<file path="config.mk">
export PLATFORM = sky130hd
export DESIGN_NAME = multi_slot_periodic_timer
export DESIGN_NICKNAME = d
export VERILOG_FILES = /design/src/hdl/mspt_pkg.sv /design/src/hdl/mspt_alu.sv /design/src/hdl/mspt_slot_mem.sv /design/src/hdl/multi_slot_periodic_timer.sv
export SDC_FILE = /design/constraint.sdc
export NUM_CORES = 2
export LEC_CHECK = 0
export BUFFER_PORTS_ARGS = -buffer_cell sky130_fd_sc_hd__buf_2
export CAP_MARGIN = 40
export CORE_UTILIZATION = 43
export CTS_BUF_LIST = sky130_fd_sc_hd__clkbuf_4 sky130_fd_sc_hd__clkbuf_8 sky130_fd_sc_hd__clkbuf_16
export DETAILED_ROUTE_END_ITERATION = 8
export GPL_ROUTABILITY_DRIVEN = 0
export GPL_TIMING_DRIVEN = 1
export PLACE_DENSITY = 0.63
export SLEW_MARGIN = 15
export SYNTH_ARGS = -nofsm -noshare
export SYNTH_HDL_FRONTEND = slang
export SYNTH_HIERARCHICAL = 1
export SYNTH_SLANG_ARGS = --single-unit
</file>
<file path="constraint.sdc">
create_clock -name clk -period 16.1 [get_ports clk]
set_clock_uncertainty 0.15 [all_clocks]
set_input_delay 1.61 -clock clk [delete_from_list [all_inputs] [get_ports clk]]
set_output_delay 1.61 -clock clk [all_outputs]
set_load 0.1 [all_outputs]
</file>
<file path="src/hdl/mspt_pkg.sv">
// mspt_pkg: shared types and constants for the multi-slot periodic timer
// holds field widths, request kinds, sequencer states and the time unit request struct
// no dependencies
package mspt_pkg;

	localparam int SLOT_W         = 4;
	localparam int PERIOD_MS_W    = 23;
	localparam int PERIOD_US_W    = 32;
	localparam int TIME_W         = 64;
	localparam int US_PER_MS      = 1000;
	localparam int RESULT_CAP     = 16;
	localparam int NUM_TIMERS_DEF = 16;

	typedef enum logic [1:0] {
		KIND_START   = 2'd0,
		KIND_RESTART = 2'd1,
		KIND_STOP    = 2'd2,
		KIND_POLL    = 2'd3
	} kind_t;

	typedef enum logic [3:0] {
		ST_IDLE,
		ST_DISPATCH,
		ST_RS_LOAD,
		ST_RS_CHECK,
		ST_RS_PULL,
		ST_SCAN,
		ST_SCAN_TAIL,
		ST_EMIT,
		ST_EMIT_NONE
	} state_t;

	typedef enum logic {
		ALU_ADD,
		ALU_SUB
	} alu_op_t;

	typedef struct packed {
		alu_op_t                  op;
		logic [TIME_W-1:0]        a;
		logic [TIME_W-1:0]        b;
		logic [PERIOD_US_W-1:0]   lim;
	} alu_req_t;

	typedef struct packed {
		logic [TIME_W-1:0] sum;
		logic              gt;
	} alu_rsp_t;

endpackage

</file>
<file path="src/hdl/mspt_alu.sv">
// mspt_alu: shared 64-bit add/subtract unit with compare against a 32-bit period
// used for elapsed-time checks and restart arithmetic
// depends on mspt_pkg
module mspt_alu (
	input  mspt_pkg::alu_req_t req,
	output mspt_pkg::alu_rsp_t rsp
);
	import mspt_pkg::*;

	logic [TIME_W-1:0] sum;

	always_comb begin
		case (req.op)
			ALU_ADD: sum = req.a + req.b;
			ALU_SUB: sum = req.a - req.b;
			default: sum = req.a - req.b;
		endcase
	end

	// result strictly beyond the period
	assign rsp.sum = sum;
	assign rsp.gt  = sum > TIME_W'(req.lim);

endmodule

</file>
<file path="src/hdl/mspt_slot_mem.sv">
// mspt_slot_mem: per-slot start time and period storage, one write and one read port
// unwritten entries read as zero through per-entry valid bits
// depends on mspt_pkg
module mspt_slot_mem #(
	parameter int DEPTH = mspt_pkg::NUM_TIMERS_DEF,
	parameter int IDX_W = (DEPTH > 1) ? $clog2(DEPTH) : 1
) (
	input  logic                             clk,
	input  logic                             arst_n,
	input  logic                             we,
	input  logic [IDX_W-1:0]                 waddr,
	input  logic [mspt_pkg::TIME_W-1:0]      wstart,
	input  logic [mspt_pkg::PERIOD_US_W-1:0] wper,
	input  logic [IDX_W-1:0]                 raddr,
	output logic [mspt_pkg::TIME_W-1:0]      rd_start,
	output logic [mspt_pkg::PERIOD_US_W-1:0] rd_per
);
	import mspt_pkg::*;

	logic [TIME_W-1:0]      start_mem [DEPTH];
	logic [PERIOD_US_W-1:0] per_mem   [DEPTH];
	logic [DEPTH-1:0]       written_q;
	logic [TIME_W-1:0]      start_s1;
	logic [PERIOD_US_W-1:0] per_s1;
	logic                   valid_s1;

	always_ff @(posedge clk) begin
		if (we) begin
			start_mem[waddr] <= wstart;
			per_mem[waddr]   <= wper;
		end
		start_s1 <= start_mem[raddr];
		per_s1   <= per_mem[raddr];
	end

	always_ff @(posedge clk or negedge arst_n) begin
		if (!arst_n) begin
			written_q <= '0;
			valid_s1  <= 1'b0;
		end else begin
			if (we) begin
				written_q[waddr] <= 1'b1;
			end
			valid_s1 <= written_q[raddr];
		end
	end

	assign rd_start = valid_s1 ? start_s1 : '0;
	assign rd_per   = valid_s1 ? per_s1 : '0;

endmodule

</file>
<file path="src/hdl/multi_slot_periodic_timer.sv">
// multi_slot_periodic_timer: table of periodic timer slots with start, restart, stop and poll
// start and stop go through dispatch only, restart through slot memory read, add, check and, on overrun, pull-up;
// poll scans one slot per cycle through the single memory read port and the shared 64-bit
// unit, then emits its responses, waiting on response stalls
// a new request is taken only in idle; a response sits in an output register meanwhile
// arst_n clears sequencer, running flags and memory valid bits; slots read as zero until written
module multi_slot_periodic_timer #(
	parameter int NUM_TIMERS = mspt_pkg::NUM_TIMERS_DEF
) (
	input  logic                             clk,
	input  logic                             arst_n,
	// request channel
	input  logic                             req_valid,
	output logic                             req_ready,
	input  logic [1:0]                       kind,
	input  logic [mspt_pkg::SLOT_W-1:0]      slot,
	input  logic [mspt_pkg::PERIOD_MS_W-1:0] period_ms,
	input  logic [mspt_pkg::TIME_W-1:0]      now_us,
	// response channel
	output logic                             rsp_valid,
	input  logic                             rsp_ready,
	output logic [mspt_pkg::SLOT_W-1:0]      expired_slot,
	output logic                             fired,
	output logic                             last
);
	import mspt_pkg::*;

	localparam int IDX_W = (NUM_TIMERS > 1) ? $clog2(NUM_TIMERS) : 1;
	localparam int CNT_W = $clog2(NUM_TIMERS + 1);
	localparam logic [IDX_W-1:0] LAST_IDX = IDX_W'(NUM_TIMERS - 1);

	// sequencer state
	state_t state_q, state_d;

	// latched request
	kind_t                  kind_q;
	logic [SLOT_W-1:0]      slot_q;
	logic [PERIOD_MS_W-1:0] period_ms_q;
	logic [TIME_W-1:0]      now_q;

	// restart work registers
	logic [TIME_W-1:0]      acc_q;
	logic [PERIOD_US_W-1:0] per_q;

	// scan state
	logic [IDX_W-1:0]      idx_q;
	logic [IDX_W-1:0]      idx_s1;
	logic                  valid_s1;
	logic [NUM_TIMERS-1:0] hit_q;
	logic [CNT_W-1:0]      cnt_q;
	logic [CNT_W-1:0]      emitted_q;
	logic [NUM_TIMERS-1:0] running_q;

	// output register
	logic              rsp_valid_q;
	logic [SLOT_W-1:0] expired_slot_q;
	logic              fired_q;
	logic              last_q;

	// control from the output decode
	alu_req_t               alu_req;
	alu_rsp_t               alu_rsp;
	logic                   mem_we;
	logic [IDX_W-1:0]       mem_raddr;
	logic [TIME_W-1:0]      mem_wstart;
	logic [PERIOD_US_W-1:0] mem_wper;
	logic [TIME_W-1:0]      rd_start;
	logic [PERIOD_US_W-1:0] rd_per;
	logic                   run_set;
	logic                   run_clr;
	logic                   out_load;
	logic                   out_fired;
	logic                   out_last;

	logic              accept;
	logic              in_range;
	logic [IDX_W-1:0]  slot_idx;
	logic              eval_hit;
	logic              can_load;
	logic              emit_last;
	logic [31:0]       cap;

	assign accept   = req_valid && req_ready;
	// slots beyond the table are ignored by start, restart and stop
	assign in_range = 32'(slot_q) < NUM_TIMERS;
	assign slot_idx = IDX_W'(slot_q);
	assign can_load = !rsp_valid_q || rsp_ready;

	// scan pipeline evaluation: running and elapsed beyond period
	assign eval_hit = valid_s1 && running_q[idx_s1] && alu_rsp.gt;

	// at most RESULT_CAP fired responses per poll
	assign cap       = (32'(cnt_q) > RESULT_CAP) ? RESULT_CAP : 32'(cnt_q);
	assign emit_last = (32'(emitted_q) + 32'd1) == cap;

	mspt_alu u_alu (
		.req (alu_req),
		.rsp (alu_rsp)
	);

	mspt_slot_mem #(
		.DEPTH (NUM_TIMERS),
		.IDX_W (IDX_W)
	) u_mem (
		.clk      (clk),
		.arst_n   (arst_n),
		.we       (mem_we),
		.waddr    (slot_idx),
		.wstart   (mem_wstart),
		.wper     (mem_wper),
		.raddr    (mem_raddr),
		.rd_start (rd_start),
		.rd_per   (rd_per)
	);

	// next state
	always_comb begin
		state_d = state_q;
		case (state_q)
			ST_IDLE: begin
				if (accept) state_d = ST_DISPATCH;
			end
			ST_DISPATCH: begin
				case (kind_q)
					KIND_POLL:    state_d = ST_SCAN;
					KIND_RESTART: state_d = in_range ? ST_RS_LOAD : ST_IDLE;
					default:      state_d = ST_IDLE;
				endcase
			end
			ST_RS_LOAD:  state_d = ST_RS_CHECK;
			ST_RS_CHECK: state_d = alu_rsp.gt ? ST_RS_PULL : ST_IDLE;
			ST_RS_PULL:  state_d = ST_IDLE;
			ST_SCAN: begin
				if (idx_q == LAST_IDX) state_d = ST_SCAN_TAIL;
			end
			ST_SCAN_TAIL: begin
				state_d = ((cnt_q != '0) || eval_hit) ? ST_EMIT : ST_EMIT_NONE;
			end
			ST_EMIT: begin
				if (out_load && emit_last) state_d = ST_IDLE;
			end
			ST_EMIT_NONE: begin
				if (can_load) state_d = ST_IDLE;
			end
			default: state_d = ST_IDLE;
		endcase
	end

	// output decode: memory, shared unit and response control
	always_comb begin
		req_ready  = 1'b0;
		alu_req    = '{op: ALU_SUB, a: now_q, b: rd_start, lim: rd_per};
		mem_we     = 1'b0;
		mem_raddr  = idx_q;
		mem_wstart = acc_q;
		mem_wper   = per_q;
		run_set    = 1'b0;
		run_clr    = 1'b0;
		out_load   = 1'b0;
		out_fired  = 1'b1;
		out_last   = 1'b0;
		case (state_q)
			ST_IDLE: begin
				req_ready = 1'b1;
			end
			ST_DISPATCH: begin
				mem_raddr = slot_idx;
				if (in_range && kind_q == KIND_START) begin
					mem_we     = 1'b1;
					mem_wstart = now_q;
					// period kept modulo 2^32
					mem_wper   = PERIOD_US_W'(33'(period_ms_q) * 33'(US_PER_MS));
					run_set    = 1'b1;
				end
				if (in_range && kind_q == KIND_STOP) begin
					run_clr = 1'b1;
				end
			end
			ST_RS_LOAD: begin
				// start time moves on by one period
				alu_req = '{op: ALU_ADD, a: rd_start, b: TIME_W'(rd_per), lim: rd_per};
			end
			ST_RS_CHECK: begin
				alu_req = '{op: ALU_SUB, a: now_q, b: acc_q, lim: per_q};
				if (!alu_rsp.gt) begin
					mem_we  = 1'b1;
					run_set = 1'b1;
				end
			end
			ST_RS_PULL: begin
				// overrun: start time becomes now minus period
				alu_req    = '{op: ALU_SUB, a: now_q, b: TIME_W'(per_q), lim: per_q};
				mem_we     = 1'b1;
				mem_wstart = alu_rsp.sum;
				run_set    = 1'b1;
			end
			ST_SCAN, ST_SCAN_TAIL: begin
				mem_raddr = idx_q;
			end
			ST_EMIT: begin
				if (hit_q[idx_q] && can_load) begin
					out_load = 1'b1;
					out_last = emit_last;
				end
			end
			ST_EMIT_NONE: begin
				if (can_load) begin
					out_load  = 1'b1;
					out_fired = 1'b0;
					out_last  = 1'b1;
				end
			end
			default: begin
			end
		endcase
	end

	// request payload, restart work register and response payload capture
	always_ff @(posedge clk) begin
		if (accept) begin
			kind_q      <= kind_t'(kind);
			slot_q      <= slot;
			period_ms_q <= period_ms;
			now_q       <= now_us;
		end
		if (state_q == ST_RS_LOAD) begin
			acc_q <= alu_rsp.sum;
			per_q <= rd_per;
		end
		if (out_load) begin
			expired_slot_q <= out_fired ? SLOT_W'(idx_q) : '0;
			fired_q        <= out_fired;
			last_q         <= out_last;
		end
	end

	// control registers
	always_ff @(posedge clk or negedge arst_n) begin
		if (!arst_n) begin
			state_q     <= ST_IDLE;
			idx_q       <= '0;
			idx_s1      <= '0;
			valid_s1    <= 1'b0;
			hit_q       <= '0;
			cnt_q       <= '0;
			emitted_q   <= '0;
			running_q   <= '0;
			rsp_valid_q <= 1'b0;
		end else begin
			state_q  <= state_d;
			valid_s1 <= (state_q == ST_SCAN);
			idx_s1   <= idx_q;

			if (run_set) running_q[slot_idx] <= 1'b1;
			if (run_clr) running_q[slot_idx] <= 1'b0;

			if (state_q == ST_DISPATCH) begin
				idx_q     <= '0;
				hit_q     <= '0;
				cnt_q     <= '0;
				emitted_q <= '0;
			end else if (state_q == ST_SCAN) begin
				idx_q <= (idx_q == LAST_IDX) ? '0 : idx_q + IDX_W'(1);
			end else if (state_q == ST_EMIT) begin
				if (!hit_q[idx_q] || out_load) idx_q <= idx_q + IDX_W'(1);
			end

			if (eval_hit) begin
				hit_q[idx_s1] <= 1'b1;
				cnt_q         <= cnt_q + CNT_W'(1);
			end
			if (out_load && out_fired) emitted_q <= emitted_q + CNT_W'(1);

			if (out_load) begin
				rsp_valid_q <= 1'b1;
			end else if (rsp_ready) begin
				rsp_valid_q <= 1'b0;
			end
		end
	end

	assign rsp_valid    = rsp_valid_q;
	assign expired_slot = expired_slot_q;
	assign fired        = fired_q;
	assign last         = last_q;

endmodule

</file>
* Yosys cells after proc, flatten, opt, wreduce, memory -nomap -nowiden
Memories as Yosys holds them, arrays and structs flattened. A register that Yosys moved wholly into a read port is not among the register bits.
Cells that the tools add are included.
** Storage, ports and cells
- Register bits after elaboration :: 268
- RAM bits :: 1536
- Input port bits :: 97
- Output and inout port bits :: 8
- Word-level logic and storage cells :: 140
- Memories kept :: 2
** Operators by class
- Add/sub/neg operators :: 6
- $mul :: 1
- $lt $le $gt $ge :: 8
- Equal/unequal tests :: 17
- Mux-type cells :: 57
- Bitwise gates (word level) :: 6
- Reduce and logical (&&, ||, !) cells :: 23
** Memory list
- u_mem.start_mem :: words 16, bits a word 64, rd ports 1, clocked after memory_dff 1, write ports 1, line mspt_slot_mem.sv:20 : logic [TIME_W-1:0] start_mem [DEPTH];
- u_mem.per_mem :: words 16, bits a word 32, rd ports 1, clocked after memory_dff 1, write ports 1, line mspt_slot_mem.sv:21 : logic [PERIOD_US_W-1:0] per_mem [DEPTH];
** Operators by type and width (number)
- $pmux 161 s3 :: 1
- $pmux 64 s2 :: 2
- $mux 64 :: 2
- $mux 32 :: 3
- $add 64x64->64 :: 1
- $gt 64x32->1 :: 1
- $mux 16 :: 4
- $sub 64x64->64 :: 1
- $or 16x16->16 :: 3
- $mux 4 :: 11
- $pmux 4 s8 :: 1
- $mul 23x7->29 const B :: 1
- $lt 4x5->1 const B :: 4
- $mux 5 :: 4
- $mux 1 :: 19
- $and 16x16->16 :: 1
- $eq 4x3->1 const B :: 4
- $not 16->16 :: 1
- $bmux 1 s4 :: 3
- $add 5x1->5 const B :: 2
- $demux 1 s4 :: 2
- $eq 4x2->1 const B :: 2
- $eq 4x4->1 const B :: 2
- $ge 4x1->1 const B :: 2
- other kinds (23) :: 41

* Depth between registers and ports, before layout
- Depth after elaboration :: 10
- Gate-level depth with buffers :: 45
- Depth with buffers taken out :: 41

* By module
Netlist, hierarchy kept.
** Modules (own cells, without submodules)
- mspt_slot_mem :: times used 1, cells an instance 2606, area an instance 60533.1 µm², sequential area each 48471.5 µm²
- multi_slot_periodic_timer :: times used 1, cells an instance 1703, area an instance 16593.4 µm², sequential area each 7257.0 µm²
- mspt_alu :: times used 1, cells an instance 945, area an instance 6279.8 µm², sequential area each 0.0 µm²

* Least setup slack after synthesis
Ideal clock, no wire load.
- Path kind :: register to register
- From :: reg state_q[3]
- To :: reg u_mem.written_q[0]
- Setup time :: 106 ps
- Arrival time :: 15447 ps
- Data required time :: 15844 ps
- Path slack :: 397 ps
- Cell stages (with the launch flop) :: 41
- Buffers on the path :: 5
- Clock period less this slack :: 15703 ps
- Cell sequence :: dfrtp_1 -> nor2b_1 -> nor3b_2 -> or2_2 -> clkbuf_1 -> buf_2 -> buf_1 -> nand2_1 -> o21ai_0 -> a21oi_1 -> or3_1 -> or3_1 -> nor2b_1 -> and3_2 -> and2_1 -> nor2_1 -> xnor2_1 -> ha_1 -> [5 not listed] -> or2_2 -> xor2_1 -> ha_1 -> a21o_1 -> a21o_1 -> a21oi_1 -> o21ai_0 -> a221o_1 -> a211oi_1 -> and4bb_1 -> nand4_1 -> nor4_2 -> nand4b_1 -> o41ai_2 -> buf_2 -> or3b_2 -> nor3_1 -> or2_2
** RTL lines
- start, declared :: line multi_slot_periodic_timer.sv:33 : state_t state_q, state_d;
- start signal, assigned :: line multi_slot_periodic_timer.sv:250 : state_q <= state_d;
- end signal, assigned :: line mspt_slot_mem.sv:38 : written_q <= '0;
- end signal, assigned by index :: line mspt_slot_mem.sv:42 : written_q[waddr] <= 1'b1;
- end, declared :: line mspt_slot_mem.sv:22 : logic [DEPTH-1:0] written_q;

==> summary.txt <==
Run status
  • Outcome: completed

Yosys
  • Area contributors post-synth: edfxtp_1 (62%), mux4_2 (11%), nand2_1 (2.8%)
  • Cells after Synth: 5254
  • Post-synth top area share: 0.6232
  • Yosys warnings: 6
  • Top cell type by total area after synthesis: edfxtp_1
  • Post-Syn Nets: 5597
  • Post-synth EDFFs: approximately 1700
  • Ys async rst share: 0.03842
  • Syn Area/Cell: 15.87 um2
  • Register area share after synthesis: 0.6682
  • Most used DFF post-synth: edfxtp_1
  • Register bit total from synthesis: 1900
  • Netlist Area Pre-Place: 83410 um2
  • Yosys cell types: around 110

Cells and area
  • Finished Core Util: 0.4885
  • Area growth, synth to finish: 12.80%
  • Net count, final: ~5700
  • Commonest non-fill, non-tap cell in the layout: edfxtp_1
  • Commonest cells after routing, fill and taps aside: edfxtp_1 (1731), nand2_1 (611), mux4_2 (397)
  • Layout fillers: 16060
  • Share of layout cells above drive strength 1: 0.1930

Placed design
  • PortBufs: ~100
  • Dpl hpwl: 133.4 mm
  • Place WS: 3.287 ns

Routing
  • Vias per cell: 5.905
  • WL/cell: around 27 um
  • DR DRC count: 0
  • ANT nets after route: 0
  • WL final: 214.7 mm
  • DR vias: 47690
  • Initial DRC count: 5612
  • Drt first pass iters: 6

STA
  • Post-route setup TNS: 0 ns
  • Final Cycle Share: 0.8098
  • RSZ-0062 raised after global routing: no
  • Setup Viol. Count Final: 0
  • Final hold violation count: 0
  • Achievable Freq: 76.70 MHz
  • Max-slew headroom: 0.3578
  • Setup WS post-layout: 3.062 ns
  • Worst-Margin Slew: 0.9634 ns
  • Pins Over Slew Limit: 0
  • Min Tclk post-route: between 10 and 15 ns

Global routing
  • Met2 usage: 0.3407
  • Largest net degree at the start of global routing: 134
  • Overall Global Routing Usage: 0.2184
  • Global route overflow: 0
  • Busiest grt layer: met2
  • Met3 Resource Use GR: 0.03378
  • Antenna violations before repair: 10
  • First-pass GRT wire length: 318.0 mm
  • Met1 Use GR: 0.3170
  • Vias in the first global route: 47550

Clocking
  • Hold bufs inserted after CTS: 0
  • CTS Buf Count: 193
  • Root Buffer: clkbuf_16
  • Clock Sinks: 1900
  • Post-CTS setup buffer count: 0
  • CTS tree: done
  • PostCTS Resize Cnt: 0
  • Clk_lat worst skew: 0.84 ns
  • CTS Buffer Depth: 3
  • H-tree depth: 4
  • Worst-path clk slew: 0.06 ns

Setup path
  • Crit Path Category: flip-flop to flip-flop
  • Worst Path Arrival: 13.33 ns
  • CP Launch Type: flip-flop
  • CP Launch Point: state_q[2]
  • Reg2Reg Depth: 39
  • Slowest-stage cell, CP: buf_4
  • Worst flop-to-flop path startpoint: state_q[2]
  • R2R Setup Slk: 3.06 ns
  • Max incr delay on CP: 0.73 ns
  • End of the worst register-to-register path: u_mem/start_mem[8][52]
  • CP required: 16.39 ns
  • Critical Path Fanout Max: 72
  • Worst path most repeated cell: buf_4
  • Crit path to: u_mem/start_mem[8][52]
  • CP Capture Type: flip-flop

Floorplan
  • Core area: slightly below 200000 um2
  • Initial Utilization: 0.4331
  • Die area: 195700 um2
  • Count of boundary I/O pins: 105
  • Die Width: 442.4 um
  • Die height: 442.4 um
  • Row count: 161

Job
  • Max Cap Viol: 0

Min path
  • Worst Hold Class: flip-flop to flip-flop
cell families after synthesis:
kind of cell,share of synthesized area
buffers and inverters,0.02393
AO/OA/AOI/OAI,0.07087
XOR/XNOR,0.01553
adder cells (fa/ha/maj),0.04437
multiplexers,0.1131
AND/OR/NAND/NOR,0.06404
flip-flops,0.6682
through the flow:
stage	hold slack, ns	std cells	instance area, um2
2_1_floorplan	0.2019	5254	83410
3_3_place_gp	0.2976	7685	86770
3_5_place_dp	0.2971	7706	87140
4_1_cts	0.3104	8067	93900
5_1_grt	0.3285	8075	94080
6_report	0.3092	8076	94080
worst max-delay path: cells and delay by family, from the launching register on:
| family | cells | cell delay (ns) |
|---|---|---|
| AO/OA/AOI/OAI | 10 | 2.63 |
| XOR/XNOR | 2 | 0.43 |
| adder cells (fa/ha/maj) | 2 | 0.74 |
| buffers and inverters | 5 | 2.65 |
| flip-flops | 1 | 0.56 |
| AND/OR/NAND/NOR | 20 | 5.29 |
flip-flops by register name, summed over array words and instances (netlist names), 2 cells and up:
register         count
u_mem/start_mem   1024
u_mem/per_mem      512
acc_q               64
now_q               64
u_mem/start_s1      64
per_q               32
u_mem/per_s1        32
period_ms_q         23
hit_q               16
running_q           16
u_mem/written_q     16
cnt_q                5
emitted_q            5
expired_slot         4
idx_q                4
idx_s1               4
slot_idx             4
state_q              4
kind_q               2
routing by layer:
| metal | routed length (um) | share of wire |
|---|---|---|
| met1 | 93160 | 0.43 |
| met2 | 99770 | 0.46 |
| met3 | 15720 | 0.073 |
| met4 | 6085 | 0.028 |
| met5 | 11 | 0.000051 |
cells in the mapped netlist, types with 27 or more instances:
library cell and count:
edfxtp_1 1731, nand2_1 613, mux4_2 397, a22oi_1 291, a21oi_1 202, inv_1 195
nor2_1 181, ha_1 163, clkbuf_1 153, o21ai_0 126, and2_1 113, xnor2_1 110
dfxtp_1 96, fa_1 83, dfrtp_1 73, buf_2 52, nand3_1 49, nor3_1 46
buf_1 42, a21o_1 41, a22o_1 38, xor2_1 36, a31oi_1 33, mux2_2 33
nand4_1 31, o211ai_1 27
area by class of cell:
class | count | area (um2) | share of cell area
flip-flops and latches | 1900 | 55730 | 0.5924
inverters | 195 | 737.0 | 0.007833
repair buffers | 213 | 1793 | 0.01906
multi-input cells | 2879 | 25890 | 0.2752
diodes | 2 | 5.005 | 0.00005320
clock buffers | 255 | 5465 | 0.05809
clock inverters | 106 | 1297 | 0.01379
well taps | 2526 | 3161 | 0.03359
worst min path at each step:
stage	from	endpoint	slack [ns]	cells past startpoint
3_5_place_dp	u_mem/written_q[3]	u_mem/written_q[3]	0.30	1
5_1_grt	u_mem/written_q[2]	u_mem/written_q[2]	0.33	1
2_1_floorplan	idx_q[2]	idx_s1[2]	0.20	0
4_1_cts	u_mem/written_q[3]	u_mem/written_q[3]	0.31	1
6_report	u_mem/written_q[3]	u_mem/written_q[3]	0.31	1
3_3_place_gp	u_mem/written_q[2]	u_mem/written_q[2]	0.30	1
Power is left out: the tool's default activity adds up to more than one toggle a clock period on the data nets, which glitch-free logic cannot reach.
